===== config.mk =====
export PLATFORM = sky130hd
export DESIGN_NAME = utc_local_time_dst_convert
export DESIGN_NICKNAME = d
export VERILOG_FILES = /design/src/rtl/utcdst_pkg.sv /design/src/rtl/utcdst_day_split.sv /design/src/rtl/utcdst_date.sv /design/src/rtl/utcdst_rule.sv /design/src/rtl/utc_local_time_dst_convert.sv
export SDC_FILE = /design/constraint.sdc
export NUM_CORES = 2
export LEC_CHECK = 0
export ABC_AREA = 1
export ABC_CLOCK_PERIOD_IN_PS = 26300
export BUFFER_PORTS_ARGS = -buffer_cell sky130_fd_sc_hd__buf_2
export CAP_MARGIN = 20
export CORE_ASPECT_RATIO = 1.1
export CORE_MARGIN = 2
export CORE_UTILIZATION = 65
export DETAILED_ROUTE_END_ITERATION = 12
export PLACE_DENSITY = 0.93
export SLEW_MARGIN = 20
export SYNTH_ARGS = -nofsm -noshare
export SYNTH_HDL_FRONTEND = slang
export SYNTH_SLANG_ARGS = --single-unit

===== constraint.sdc =====
create_clock -name clock -period 26.3 [get_ports clock]
set_clock_uncertainty 0.1 [all_clocks]
set_input_delay 5.26 -clock clock [delete_from_list [all_inputs] [get_ports clock]]
set_output_delay 5.26 -clock clock [all_outputs]
set_load 0.02 [all_outputs]

===== src/rtl/utcdst_pkg.sv =====
// ----------------------------------------------------------------------------
// utcdst_pkg
// Shared constants, types and helpers for the UTC / local time converter.
// ----------------------------------------------------------------------------
package utcdst_pkg;

   localparam int unsigned SECS_W   = 32;
   localparam int unsigned RESULT_W = 34;
   localparam int unsigned DAYS_W   = 16;
   localparam int unsigned SOD_W    = 17;
   localparam int unsigned DOE_W    = 18;
   localparam int unsigned YOE_W    = 9;
   localparam int unsigned DOY_W    = 9;
   localparam int unsigned MONTH_W  = 4;
   localparam int unsigned MDAY_W   = 5;
   localparam int unsigned WDAY_W   = 3;

   // seconds / 86400 = (seconds >> 7) / 675, reciprocal with shift 35
   localparam logic [25:0] RECIP_675   = 26'd50903317;
   localparam int unsigned SHIFT_675   = 35;
   localparam logic [31:0] SECS_PER_DAY = 32'd86400;
   localparam logic [SOD_W-1:0] SECS_PER_HOUR = 17'd3600;

   // (days + 4) / 7, reciprocal with shift 19
   localparam logic [16:0] RECIP_7     = 17'd74899;
   localparam int unsigned SHIFT_7     = 19;
   localparam logic [DAYS_W-1:0] EPOCH_WDAY = 16'd4;

   // days since 0000-03-01 and the start days of the fourth and fifth 400-year eras
   localparam logic [19:0] EPOCH_SHIFT = 20'd719468;
   localparam logic [19:0] ERA4_START  = 20'd584388;
   localparam logic [19:0] ERA5_START  = 20'd730485;

   localparam logic [18:0] RECIP_1460  = 19'd367720;
   localparam int unsigned SHIFT_1460  = 29;
   localparam logic [18:0] RECIP_365   = 19'd367720;
   localparam int unsigned SHIFT_365   = 27;
   localparam logic [DOE_W-1:0] DAYS_CENTURY = 18'd36524;
   localparam logic [DOE_W-1:0] DAYS_ERA_M1  = 18'd146096;

   localparam int unsigned MONTHS = 12;
   localparam logic [MONTH_W-1:0] MONTH_MARCH   = 4'd2;
   localparam logic [MONTH_W-1:0] MONTH_OCTOBER = 4'd9;
   localparam logic [5:0] DAYS_MAR_OCT = 6'd31;

   localparam logic [RESULT_W-1:0] OFFSET_SUMMER = 34'd7200;
   localparam logic [RESULT_W-1:0] OFFSET_WINTER = 34'd3600;

   localparam logic OP_UTC_TO_LOCAL = 1'b0;
   localparam logic OP_LOCAL_TO_UTC = 1'b1;

   typedef struct packed {
      logic                valid;
      logic                operation;
      logic [SECS_W-1:0]   secs;
      logic                past_one;
      logic [WDAY_W-1:0]   wday;
      logic [DOE_W-1:0]    doe;
   } day_info_type;

   typedef struct packed {
      logic                valid;
      logic                operation;
      logic [SECS_W-1:0]   secs;
      logic                past_one;
      logic [WDAY_W-1:0]   wday;
      logic [MONTH_W-1:0]  month0;
      logic [MDAY_W-1:0]   mday;
   } date_info_type;

   // first day of year (March based) for each month index
   function automatic logic [DOY_W-1:0] month_start(input logic [MONTH_W-1:0] mp);
      logic [DOY_W-1:0] start;
      case (mp)
         4'd0:    start = 9'd0;
         4'd1:    start = 9'd31;
         4'd2:    start = 9'd61;
         4'd3:    start = 9'd92;
         4'd4:    start = 9'd122;
         4'd5:    start = 9'd153;
         4'd6:    start = 9'd184;
         4'd7:    start = 9'd214;
         4'd8:    start = 9'd245;
         4'd9:    start = 9'd275;
         4'd10:   start = 9'd306;
         4'd11:   start = 9'd337;
         default: start = 9'd0;
      endcase
      return start;
   endfunction

endpackage


===== src/rtl/utcdst_day_split.sv =====
// ----------------------------------------------------------------------------
// utcdst_day_split
// Three stages: seconds into day count, hour check, weekday and day of era.
// ----------------------------------------------------------------------------
module utcdst_day_split
   import utcdst_pkg::*;
(
   input  logic                clock,
   input  logic                reset,
   input  logic                advance,
   input  logic                in_valid,
   input  logic [SECS_W-1:0]   in_secs,
   input  logic                in_operation,
   output day_info_type        out_info
);

   // stage 1
   logic              s1_valid_ff;
   logic              s1_op_ff;
   logic [SECS_W-1:0] s1_secs_ff;
   logic [50:0]       s1_prod_ff, s1_prod_in;

   // stage 2
   logic              s2_valid_ff;
   logic              s2_op_ff;
   logic [SECS_W-1:0] s2_secs_ff;
   logic [DAYS_W-1:0] s2_days_ff, s2_days_in;
   logic [31:0]       s2_dsec_ff, s2_dsec_in;
   logic [32:0]       s2_wprod_ff, s2_wprod_in;

   // stage 3
   day_info_type      s3_ff, s3_in;

   logic [DAYS_W-1:0] days_p4;
   logic [31:0]       sod_full;
   logic [13:0]       week_q;
   logic [DAYS_W-1:0] wday_full;
   logic [19:0]       z_days;
   logic [19:0]       doe_full;

   assign s1_prod_in = 51'(in_secs[SECS_W-1:7]) * 51'(RECIP_675);

   assign s2_days_in  = s1_prod_ff[SHIFT_675 +: DAYS_W];
   assign days_p4     = s2_days_in + EPOCH_WDAY;
   assign s2_dsec_in  = 32'(s2_days_in) * SECS_PER_DAY;
   assign s2_wprod_in = 33'(days_p4) * 33'(RECIP_7);

   always_comb begin
      sod_full  = s2_secs_ff - s2_dsec_ff;
      week_q    = s2_wprod_ff[SHIFT_7 +: 14];
      wday_full = (s2_days_ff + EPOCH_WDAY) - DAYS_W'({week_q, 3'b000} - 17'(week_q));
      z_days    = 20'(s2_days_ff) + EPOCH_SHIFT;
      if (z_days >= ERA5_START) begin
         doe_full = z_days - ERA5_START;
      end else begin
         doe_full = z_days - ERA4_START;
      end
      s3_in.valid     = s2_valid_ff;
      s3_in.operation = s2_op_ff;
      s3_in.secs      = s2_secs_ff;
      s3_in.past_one  = sod_full[SOD_W-1:0] >= SECS_PER_HOUR;
      s3_in.wday      = wday_full[WDAY_W-1:0];
      s3_in.doe       = doe_full[DOE_W-1:0];
   end

   always_ff @(posedge clock) begin
      if (reset) begin
         s1_valid_ff    <= 1'b0;
         s2_valid_ff    <= 1'b0;
         s3_ff.valid    <= 1'b0;
      end else if (advance) begin
         s1_valid_ff    <= in_valid;
         s2_valid_ff    <= s1_valid_ff;
         s3_ff.valid    <= s3_in.valid;
      end
   end

   always_ff @(posedge clock) begin
      if (advance) begin
         s1_op_ff        <= in_operation;
         s1_secs_ff      <= in_secs;
         s1_prod_ff      <= s1_prod_in;
         s2_op_ff        <= s1_op_ff;
         s2_secs_ff      <= s1_secs_ff;
         s2_days_ff      <= s2_days_in;
         s2_dsec_ff      <= s2_dsec_in;
         s2_wprod_ff     <= s2_wprod_in;
         s3_ff.operation <= s3_in.operation;
         s3_ff.secs      <= s3_in.secs;
         s3_ff.past_one  <= s3_in.past_one;
         s3_ff.wday      <= s3_in.wday;
         s3_ff.doe       <= s3_in.doe;
      end
   end

   assign out_info = s3_ff;

endmodule


===== src/rtl/utcdst_date.sv =====
// ----------------------------------------------------------------------------
// utcdst_date
// Four stages: day of era into year of era, day of year, month and day.
// ----------------------------------------------------------------------------
module utcdst_date
   import utcdst_pkg::*;
(
   input  logic          clock,
   input  logic          reset,
   input  logic          advance,
   input  day_info_type  in_info,
   output date_info_type out_info
);

   // stage 4
   day_info_type     s4_ff;
   logic [36:0]      s4_p1460_ff, s4_p1460_in;
   logic [2:0]       s4_cent_ff, s4_cent_in;
   logic             s4_last_ff, s4_last_in;

   // stage 5
   day_info_type     s5_ff;
   logic [36:0]      s5_p365_ff, s5_p365_in;

   // stage 6
   day_info_type     s6_ff;
   logic [DOY_W-1:0] s6_doy_ff, s6_doy_in;

   // stage 7
   date_info_type    s7_ff, s7_in;

   logic [6:0]       q1460;
   logic [DOE_W-1:0] t_val;
   logic [YOE_W-1:0] yoe;
   logic [1:0]       yoe_cent;
   logic [DOE_W-1:0] yoe_days;
   logic [DOE_W-1:0] doy_full;
   logic [MONTH_W-1:0] mp;
   logic [DOY_W-1:0] mday_full;

   always_comb begin
      s4_p1460_in = 37'(in_info.doe) * 37'(RECIP_1460);
      s4_cent_in  = 3'(in_info.doe >= DAYS_CENTURY)
                  + 3'(in_info.doe >= DOE_W'(2 * 36524))
                  + 3'(in_info.doe >= DOE_W'(3 * 36524))
                  + 3'(in_info.doe >= DOE_W'(4 * 36524));
      s4_last_in  = in_info.doe == DAYS_ERA_M1;
   end

   always_comb begin
      q1460      = s4_p1460_ff[SHIFT_1460 +: 7];
      t_val      = s4_ff.doe - DOE_W'(q1460) + DOE_W'(s4_cent_ff) - DOE_W'(s4_last_ff);
      s5_p365_in = 37'(t_val) * 37'(RECIP_365);
   end

   always_comb begin
      yoe       = s5_p365_ff[SHIFT_365 +: YOE_W];
      yoe_cent  = 2'(yoe >= 9'd100) + 2'(yoe >= 9'd200) + 2'(yoe >= 9'd300);
      yoe_days  = DOE_W'(yoe) * DOE_W'(365) + DOE_W'(yoe[YOE_W-1:2]) - DOE_W'(yoe_cent);
      doy_full  = s5_ff.doe - yoe_days;
      s6_doy_in = doy_full[DOY_W-1:0];
   end

   always_comb begin
      mp = '0;
      for (int i = 1; i < MONTHS; i++) begin
         if (s6_doy_ff >= month_start(MONTH_W'(i))) begin
            mp = MONTH_W'(i);
         end
      end
      mday_full        = s6_doy_ff - month_start(mp) + 9'd1;
      s7_in.valid      = s6_ff.valid;
      s7_in.operation  = s6_ff.operation;
      s7_in.secs       = s6_ff.secs;
      s7_in.past_one   = s6_ff.past_one;
      s7_in.wday       = s6_ff.wday;
      s7_in.month0     = (mp < 4'd10) ? mp + 4'd2 : mp - 4'd10;
      s7_in.mday       = mday_full[MDAY_W-1:0];
   end

   always_ff @(posedge clock) begin
      if (reset) begin
         s4_ff.valid <= 1'b0;
         s5_ff.valid <= 1'b0;
         s6_ff.valid <= 1'b0;
         s7_ff.valid <= 1'b0;
      end else if (advance) begin
         s4_ff.valid <= in_info.valid;
         s5_ff.valid <= s4_ff.valid;
         s6_ff.valid <= s5_ff.valid;
         s7_ff.valid <= s7_in.valid;
      end
   end

   always_ff @(posedge clock) begin
      if (advance) begin
         s4_ff.operation <= in_info.operation;
         s4_ff.secs      <= in_info.secs;
         s4_ff.past_one  <= in_info.past_one;
         s4_ff.wday      <= in_info.wday;
         s4_ff.doe       <= in_info.doe;
         s4_p1460_ff     <= s4_p1460_in;
         s4_cent_ff      <= s4_cent_in;
         s4_last_ff      <= s4_last_in;
         s5_ff.operation <= s4_ff.operation;
         s5_ff.secs      <= s4_ff.secs;
         s5_ff.past_one  <= s4_ff.past_one;
         s5_ff.wday      <= s4_ff.wday;
         s5_ff.doe       <= s4_ff.doe;
         s5_p365_ff      <= s5_p365_in;
         s6_ff.operation <= s5_ff.operation;
         s6_ff.secs      <= s5_ff.secs;
         s6_ff.past_one  <= s5_ff.past_one;
         s6_ff.wday      <= s5_ff.wday;
         s6_ff.doe       <= s5_ff.doe;
         s6_doy_ff       <= s6_doy_in;
         s7_ff.operation <= s7_in.operation;
         s7_ff.secs      <= s7_in.secs;
         s7_ff.past_one  <= s7_in.past_one;
         s7_ff.wday      <= s7_in.wday;
         s7_ff.month0    <= s7_in.month0;
         s7_ff.mday      <= s7_in.mday;
      end
   end

   assign out_info = s7_ff;

endmodule


===== src/rtl/utcdst_rule.sv =====
// ----------------------------------------------------------------------------
// utcdst_rule
// Summer-time rule, zone offset and the result register.
// ----------------------------------------------------------------------------
module utcdst_rule
   import utcdst_pkg::*;
(
   input  logic                       clock,
   input  logic                       reset,
   input  logic                       advance,
   input  date_info_type              in_info,
   output logic                       out_valid,
   output logic signed [RESULT_W-1:0] out_converted,
   output logic                       out_summer
);

   logic                out_valid_ff;
   logic [RESULT_W-1:0] out_conv_ff, out_conv_in;
   logic                out_summer_ff, out_summer_in;

   logic [5:0]          week_end;
   logic                after_last_sunday;
   logic [RESULT_W-1:0] offset;

   always_comb begin
      week_end          = 6'd7 - 6'(in_info.wday) + 6'(in_info.mday);
      after_last_sunday = (week_end > DAYS_MAR_OCT)
                        && ((in_info.wday != 3'd0) || in_info.past_one);
      if ((in_info.month0 < MONTH_MARCH) || (in_info.month0 > MONTH_OCTOBER)) begin
         out_summer_in = 1'b0;
      end else if ((in_info.month0 > MONTH_MARCH) && (in_info.month0 < MONTH_OCTOBER)) begin
         out_summer_in = 1'b1;
      end else if (in_info.month0 == MONTH_MARCH) begin
         out_summer_in = after_last_sunday;
      end else begin
         out_summer_in = !after_last_sunday;
      end
      offset = out_summer_in ? OFFSET_SUMMER : OFFSET_WINTER;
      if (in_info.operation == OP_LOCAL_TO_UTC) begin
         out_conv_in = RESULT_W'(in_info.secs) - offset;
      end else begin
         out_conv_in = RESULT_W'(in_info.secs) + offset;
      end
   end

   always_ff @(posedge clock) begin
      if (reset) begin
         out_valid_ff <= 1'b0;
      end else if (advance) begin
         out_valid_ff <= in_info.valid;
      end
   end

   always_ff @(posedge clock) begin
      if (advance) begin
         out_conv_ff   <= out_conv_in;
         out_summer_ff <= out_summer_in;
      end
   end

   assign out_valid     = out_valid_ff;
   assign out_converted = signed'(out_conv_ff);
   assign out_summer    = out_summer_ff;

endmodule


===== src/rtl/utc_local_time_dst_convert.sv =====
// ----------------------------------------------------------------------------
// utc_local_time_dst_convert
// Converts epoch seconds between UTC and central European local time.
// ----------------------------------------------------------------------------
// Each transaction carries a 32-bit epoch second count and a direction
// (0: UTC to local, 1: local to UTC). The count is broken into a calendar
// date, and the EU summer-time rule (switch at 01:00 on the last Sunday of
// March and October) picks an offset of 7200 or 3600 seconds, which is added
// or subtracted. For local to UTC the rule is tested on the local value. The
// block is an eight-stage pipeline: it takes one transaction every cycle while
// the output is not stalled. A stalled output holds the whole pipeline, so the
// input is stalled only while a result waits.
// ----------------------------------------------------------------------------
module utc_local_time_dst_convert
   import utcdst_pkg::*;
(
   input  logic                       clock,
   input  logic                       reset,
   input  logic                       req_valid,
   output logic                       req_stall,
   input  logic [SECS_W-1:0]          req_epoch_seconds,
   input  logic                       req_operation,
   output logic                       rsp_valid,
   input  logic                       rsp_stall,
   output logic signed [RESULT_W-1:0] rsp_converted_seconds,
   output logic                       rsp_summer_time
);

   logic          advance;
   day_info_type  day_info;
   date_info_type date_info;

   assign advance   = !(rsp_valid && rsp_stall);
   assign req_stall = !advance;

   utcdst_day_split u_day_split (
      .clock        (clock),
      .reset        (reset),
      .advance      (advance),
      .in_valid     (req_valid),
      .in_secs      (req_epoch_seconds),
      .in_operation (req_operation),
      .out_info     (day_info)
   );

   utcdst_date u_date (
      .clock    (clock),
      .reset    (reset),
      .advance  (advance),
      .in_info  (day_info),
      .out_info (date_info)
   );

   utcdst_rule u_rule (
      .clock         (clock),
      .reset         (reset),
      .advance       (advance),
      .in_info       (date_info),
      .out_valid     (rsp_valid),
      .out_converted (rsp_converted_seconds),
      .out_summer    (rsp_summer_time)
   );

endmodule

## Yosys cells after proc, flatten, opt, wreduce, memory -nomap -nowiden

Memory sizes are Yosys's and may differ from the RTL's.
Index checks and enable logic that the tools add are counted.

- Word-level logic and storage cells: 135
- Register bits: 526
- Memory bits (read-only): 144
- Input port bits: 37
- Output and inout bits: 37
- Memories: 1

- $lt $le $gt $ge: 26
- Multipliers: 6
- Reductions and logical operators: 7
- Eq/ne operators: 2
- Muxes and demuxes: 18
- Add/sub/neg operators: 27

Memory list:

| memory | depth | bits a word | rd ports | clocked after memory_dff | write ports | line | text |
|---|---|---|---|---|---|---|---|
| (no name shown) | 16 | 9 | 1 | 0 | 0 | utcdst_pkg.sv:74 | `case (mp)` |

Operator list:

| kind | count |
|---|---|
| multiplier 18 x 16 -> 33 bit (second input constant) | 2 |
| multiplier 25 x 26 -> 51 bit (second input constant) | 1 |
| >= comparator 9 x 8 -> 1 bit (second input constant) | 5 |
| >= comparator 18 x 17 -> 1 bit (second input constant) | 2 |
| >= comparator 9 bit (second input constant) | 4 |
| adder 32 x 34 -> 34 bit | 1 |
| 2-to-1 mux 34 bit | 1 |
| subtractor 32 x 34 -> 34 bit | 1 |
| >= comparator 9 x 7 -> 1 bit (second input constant) | 3 |
| multiplier 16 x 17 -> 22 bit (second input constant) | 1 |
| adder 16 x 20 -> 20 bit (second input constant) | 1 |
| >= comparator 20 bit (second input constant) | 1 |
| 2-to-1 mux 4 bit | 5 |
| adder 18 x 3 -> 18 bit | 1 |
| equality test 18 bit (second input constant) | 1 |
| >= comparator 18 x 16 -> 1 bit (second input constant) | 1 |
| >= comparator 18 bit (second input constant) | 1 |
| 2-to-1 mux 18 bit | 1 |
| subtractor 18 x 1 -> 18 bit | 1 |
| subtractor 18 x 16 -> 18 bit (second input constant) | 1 |
| subtractor 18 bit (second input constant) | 1 |
| subtractor 18 x 7 -> 18 bit | 1 |
| >= comparator 17 x 12 -> 1 bit (second input constant) | 1 |
| subtractor 17 bit | 1 |
| other kinds (34) | 47 |

## Longest topological paths before layout

An unclocked memory read counts as a cell.

- Word-level depth: 15
- Depth in mapped cells: 35
- Mapped depth without buffers: 35

## By module

A second synthesis with hierarchy kept.

- Cells, all modules: 4741
- Area, all modules: 45864.0 sq um

Modules (own cells, without submodules):

| module | cells each | instances | area an instance (sq um) | seq. area each (sq um) |
|---|---|---|---|---|
| utcdst_date | 2051 | 1 | 21799.7 | 6476.2 |
| utcdst_day_split | 2179 | 1 | 20825.0 | 5014.8 |
| utcdst_rule | 509 | 1 | 3229.3 | 1071.0 |
| utc_local_time_dst_convert | 2 | 1 | 10.0 | 0.0 |

## Least setup slack after synthesis

OpenSTA, ideal clock, no wires.

- Path kind: input to output
- Start: in rsp_stall
- End: out req_stall
- Setup slack: 3294 ps
- Stages: 2
- Path buffers: 0
- Data arrival time: 17646 ps
- Required time: 20940 ps
- Path through: nand2_1 clkinv_1

- Longest elaborated chain between the ends: 1

RTL lines:

| what | line | text |
|---|---|---|
| start, declared | utc_local_time_dst_convert.sv:24 | `input logic rsp_stall,` |
| logical AND 1 bit | utc_local_time_dst_convert.sv:33 | `assign advance = !(rsp_valid && rsp_stall);` |
| end, declared | utc_local_time_dst_convert.sv:20 | `output logic req_stall,` |

Every way passes these cells.

## Worst setup path after layout

Ends and elaborated chain as after synthesis.

==> impl_metrics.tcl <==
set metrics [dict create \
    ios 74 \
    violations "DRC" \
    clkSlewWorstSetupHoldPaths_ns 0.06 \
    cts_hold_repair.buffers 0 \
    crit_start "rsp_stall" \
    worst_slew_pin_slew_ns 1.11 \
    worstSetupPathType "in2out" \
    synthTopCellsByCount "inv_1 (989), ha_1 (821), nand2_1 (536), fa_1 (466), edfxtp_1 (413)" \
    numCtsBuffers 45 \
    syn_avg_cell_area_um2 10.1 \
    initial_core_util 0.656 \
    die_h_um 278 \
    finalCriticalPeriod_ns 12.04 \
    worstHoldEndpoint "u_day_split.s2_secs_ff[15]" \
    period_share 0.458 \
    port_buffers 73 \
    critPathLaunchType "input pin" \
    ys_top_cells_by_area "edfxtp_1 (28%), ha_1 (23%), fa_1 (21%), inv_1 (8.4%), nand2_1 (4.5%)" \
    viasPerCell 6.10 \
    dr.pass1.iters 12 \
    synth_edf_count 413 \
    hpwl_um 87800 \
    min_from "u_day_split.s1_secs_ff[15]" \
    synthesis.nets 5712 \
    rr_endpoint "u_date.s5_p365_ff[35]" \
    min_path_cells 0 \
    setup_viol 0 \
    synthArstFlopShare 0 \
    ctsHtreeMaxLevel 2 \
    yosysTopAreaCellShare 0.279 \
    finalHoldViolCount 0 \
    finalWeightedCongestion 0.982 \
    syn_inst 4388 \
    cap_violations 0 \
    r2r-start "u_date.s4_cent_ff[0]" \
    grt_max_degree 202 \
    synth_area_mm2 0.0444 \
    drc 2 \
    post_cts_resized 0 \
    synth_ff_type "edfxtp_1" \
    maxSlewHeadroom 0.254 \
    ys_seq_area_frac 0.283 \
    yosys_warnings 0 \
    antenna_found_initial 9 \
    grt_pass1_vias 35400 \
    rsz0062_at_grt "no" \
    post_cts_buffers 0 \
    outcome "finished, violations left" \
    worstPathRequired_ns 20.94 \
    nets 5826 \
    hold_path_class "reg2reg" \
    routedWlPerCell_um 22.5 \
    cts_buffer_depth 3 \
    grt_pass1_wl_um 191000 \
    clockRootBuffer "clkbuf_16" \
    drtIter0Drc 3346 \
    overflow 0 \
    yosys.area.top_type "edfxtp_1" \
    slew_violations 0 \
    clk-insertion-delay-late_ns 0.65 \
    synthDistinctLibCells 60 \
    reg2reg_setup_slack_ns 15.79 \
    tritoncts "built" \
    max_freq_mhz 83.1 \
    setup-tns-final_ns 0 \
    cp.arrival_ns 6.68 \
    die_w_um 253 \
    fillers 4362 \
    syn_to_final_growth_pct 6.84 \
    cp-end-kind "primary output" \
    drive_gt1_frac 0.0414 \
    postRouteAntennaNets 0 \
    rows 100 \
    grt_use_total 0.358 \
    crit_fanout 64 \
    dieArea_mm2 0.0705 \
    via_count 33300 \
    wirelength_um 123000 \
    ys_ff_latch 421 \
    rr_worst_depth 29 \
    cts_sinks 421 \
    core_area_mm2 0.0677 \
    yosysMostFrequentCell "inv_1" \
]
worst max path at each step:
stage	endpoint	slack (ns)	cells after the start
floorplan	req_stall	3.29	2
CTS	req_stall	14.24	4
finish	req_stall	14.26	4
global route	req_stall	14.12	4
detailed placement	req_stall	14.24	4
global placement	req_stall	14.31	4
critical path, cell delays in order:
cell	delay [ns]
buf_2	0.11
nand2_4	0.59
clkinv_1	0.44
buf_2	0.27
area by class of cell:
| class | count | area, µm² | share of cell area |
|---|---|---|---|
| multi-input combinational | 2954 | 28100 | 0.591 |
| sequential | 421 | 12600 | 0.265 |
| inverter | 996 | 3740 | 0.0788 |
| clock buffer | 51 | 1150 | 0.0242 |
| tap | 918 | 1150 | 0.0242 |
| timing repair buffer | 84 | 460 | 0.00970 |
| clock inverter | 30 | 344 | 0.00725 |
| antenna | 2 | 5.00 | 0.000105 |
flip-flops by register name (all words and copies together), names as in the netlist, 3 cells and up:
signal	count
u_date.s4_p1460_ff	7
u_day_split.s2_dsec_ff	8
u_day_split.s1_secs_ff	30
u_date.s6_doy_ff	9
u_date.out_info	47
u_day_split.s2_wprod_ff	5
u_rule.out_converted	34
u_date.s5_p365_ff	9
u_date.s4_cent_ff	3
u_date.s4_ff	56
u_date.s6_ff	38
u_date.s5_ff	47
u_day_split.s2_secs_ff	32
u_day_split.s1_prod_ff	18
u_day_split.s2_days_ff	15
u_day_split.out_info	56
metrics by stage:
step | area (µm²) | instances | setup WS, ns | util | hold WS (ns)
3_3_place_gp | 46000 | 5373 | 14.31 | 0.679 | 0.300
5_1_grt | 47500 | 5455 | 14.12 | 0.701 | 0.296
6_report | 47500 | 5456 | 14.26 | 0.701 | 0.291
2_1_floorplan | 44400 | 4388 | 3.29 | - | 0.300
3_5_place_dp | 46000 | 5373 | 14.24 | 0.679 | 0.305
4_1_cts | 47500 | 5454 | 14.24 | 0.701 | 0.289
metal layers:
layer  vias up  wire length (µm)  track usage  share of wire
met4        10              9420        0.229          0.077
met2      2234             58300        0.584           0.48
met1     15700             41300        0.402           0.34
li1      14400                 -            -              -
met3       850             13600        0.119           0.11
met5         -                53     0.000697        0.00043
placed cells by master, fill, tap and decap left out, types with 17 or more instances in the layout:
| cell | n |
|---|---|
| a21o_1 | 19 |
| a21oi_1 | 203 |
| a31oi_1 | 17 |
| buf_2 | 73 |
| clkbuf_16 | 45 |
| edfxtp_1 | 413 |
| fa_1 | 466 |
| ha_1 | 821 |
| inv_1 | 989 |
| nand2_1 | 535 |
| nand3_1 | 132 |
| nand4_1 | 47 |
| nor2_1 | 238 |
| nor3_1 | 49 |
| o21ai_0 | 131 |
| o21bai_1 | 17 |
| xnor2_1 | 48 |
| xor2_1 | 118 |
logic make-up after synthesis:
group,count (synthesis),synth area share
muxes,1,0.000225
DFF,421,0.283
xor gates and xnor gates,168,0.0333
AOI/OAI and AO/OA,444,0.0562
adders and majority gates,1287,0.441
and+or+nand+nor,1054,0.100
buffers and inverters,1013,0.0860
Power is left out: the tool's default activity adds up to more than one toggle a clock period on the data nets, which glitch-free logic cannot reach.
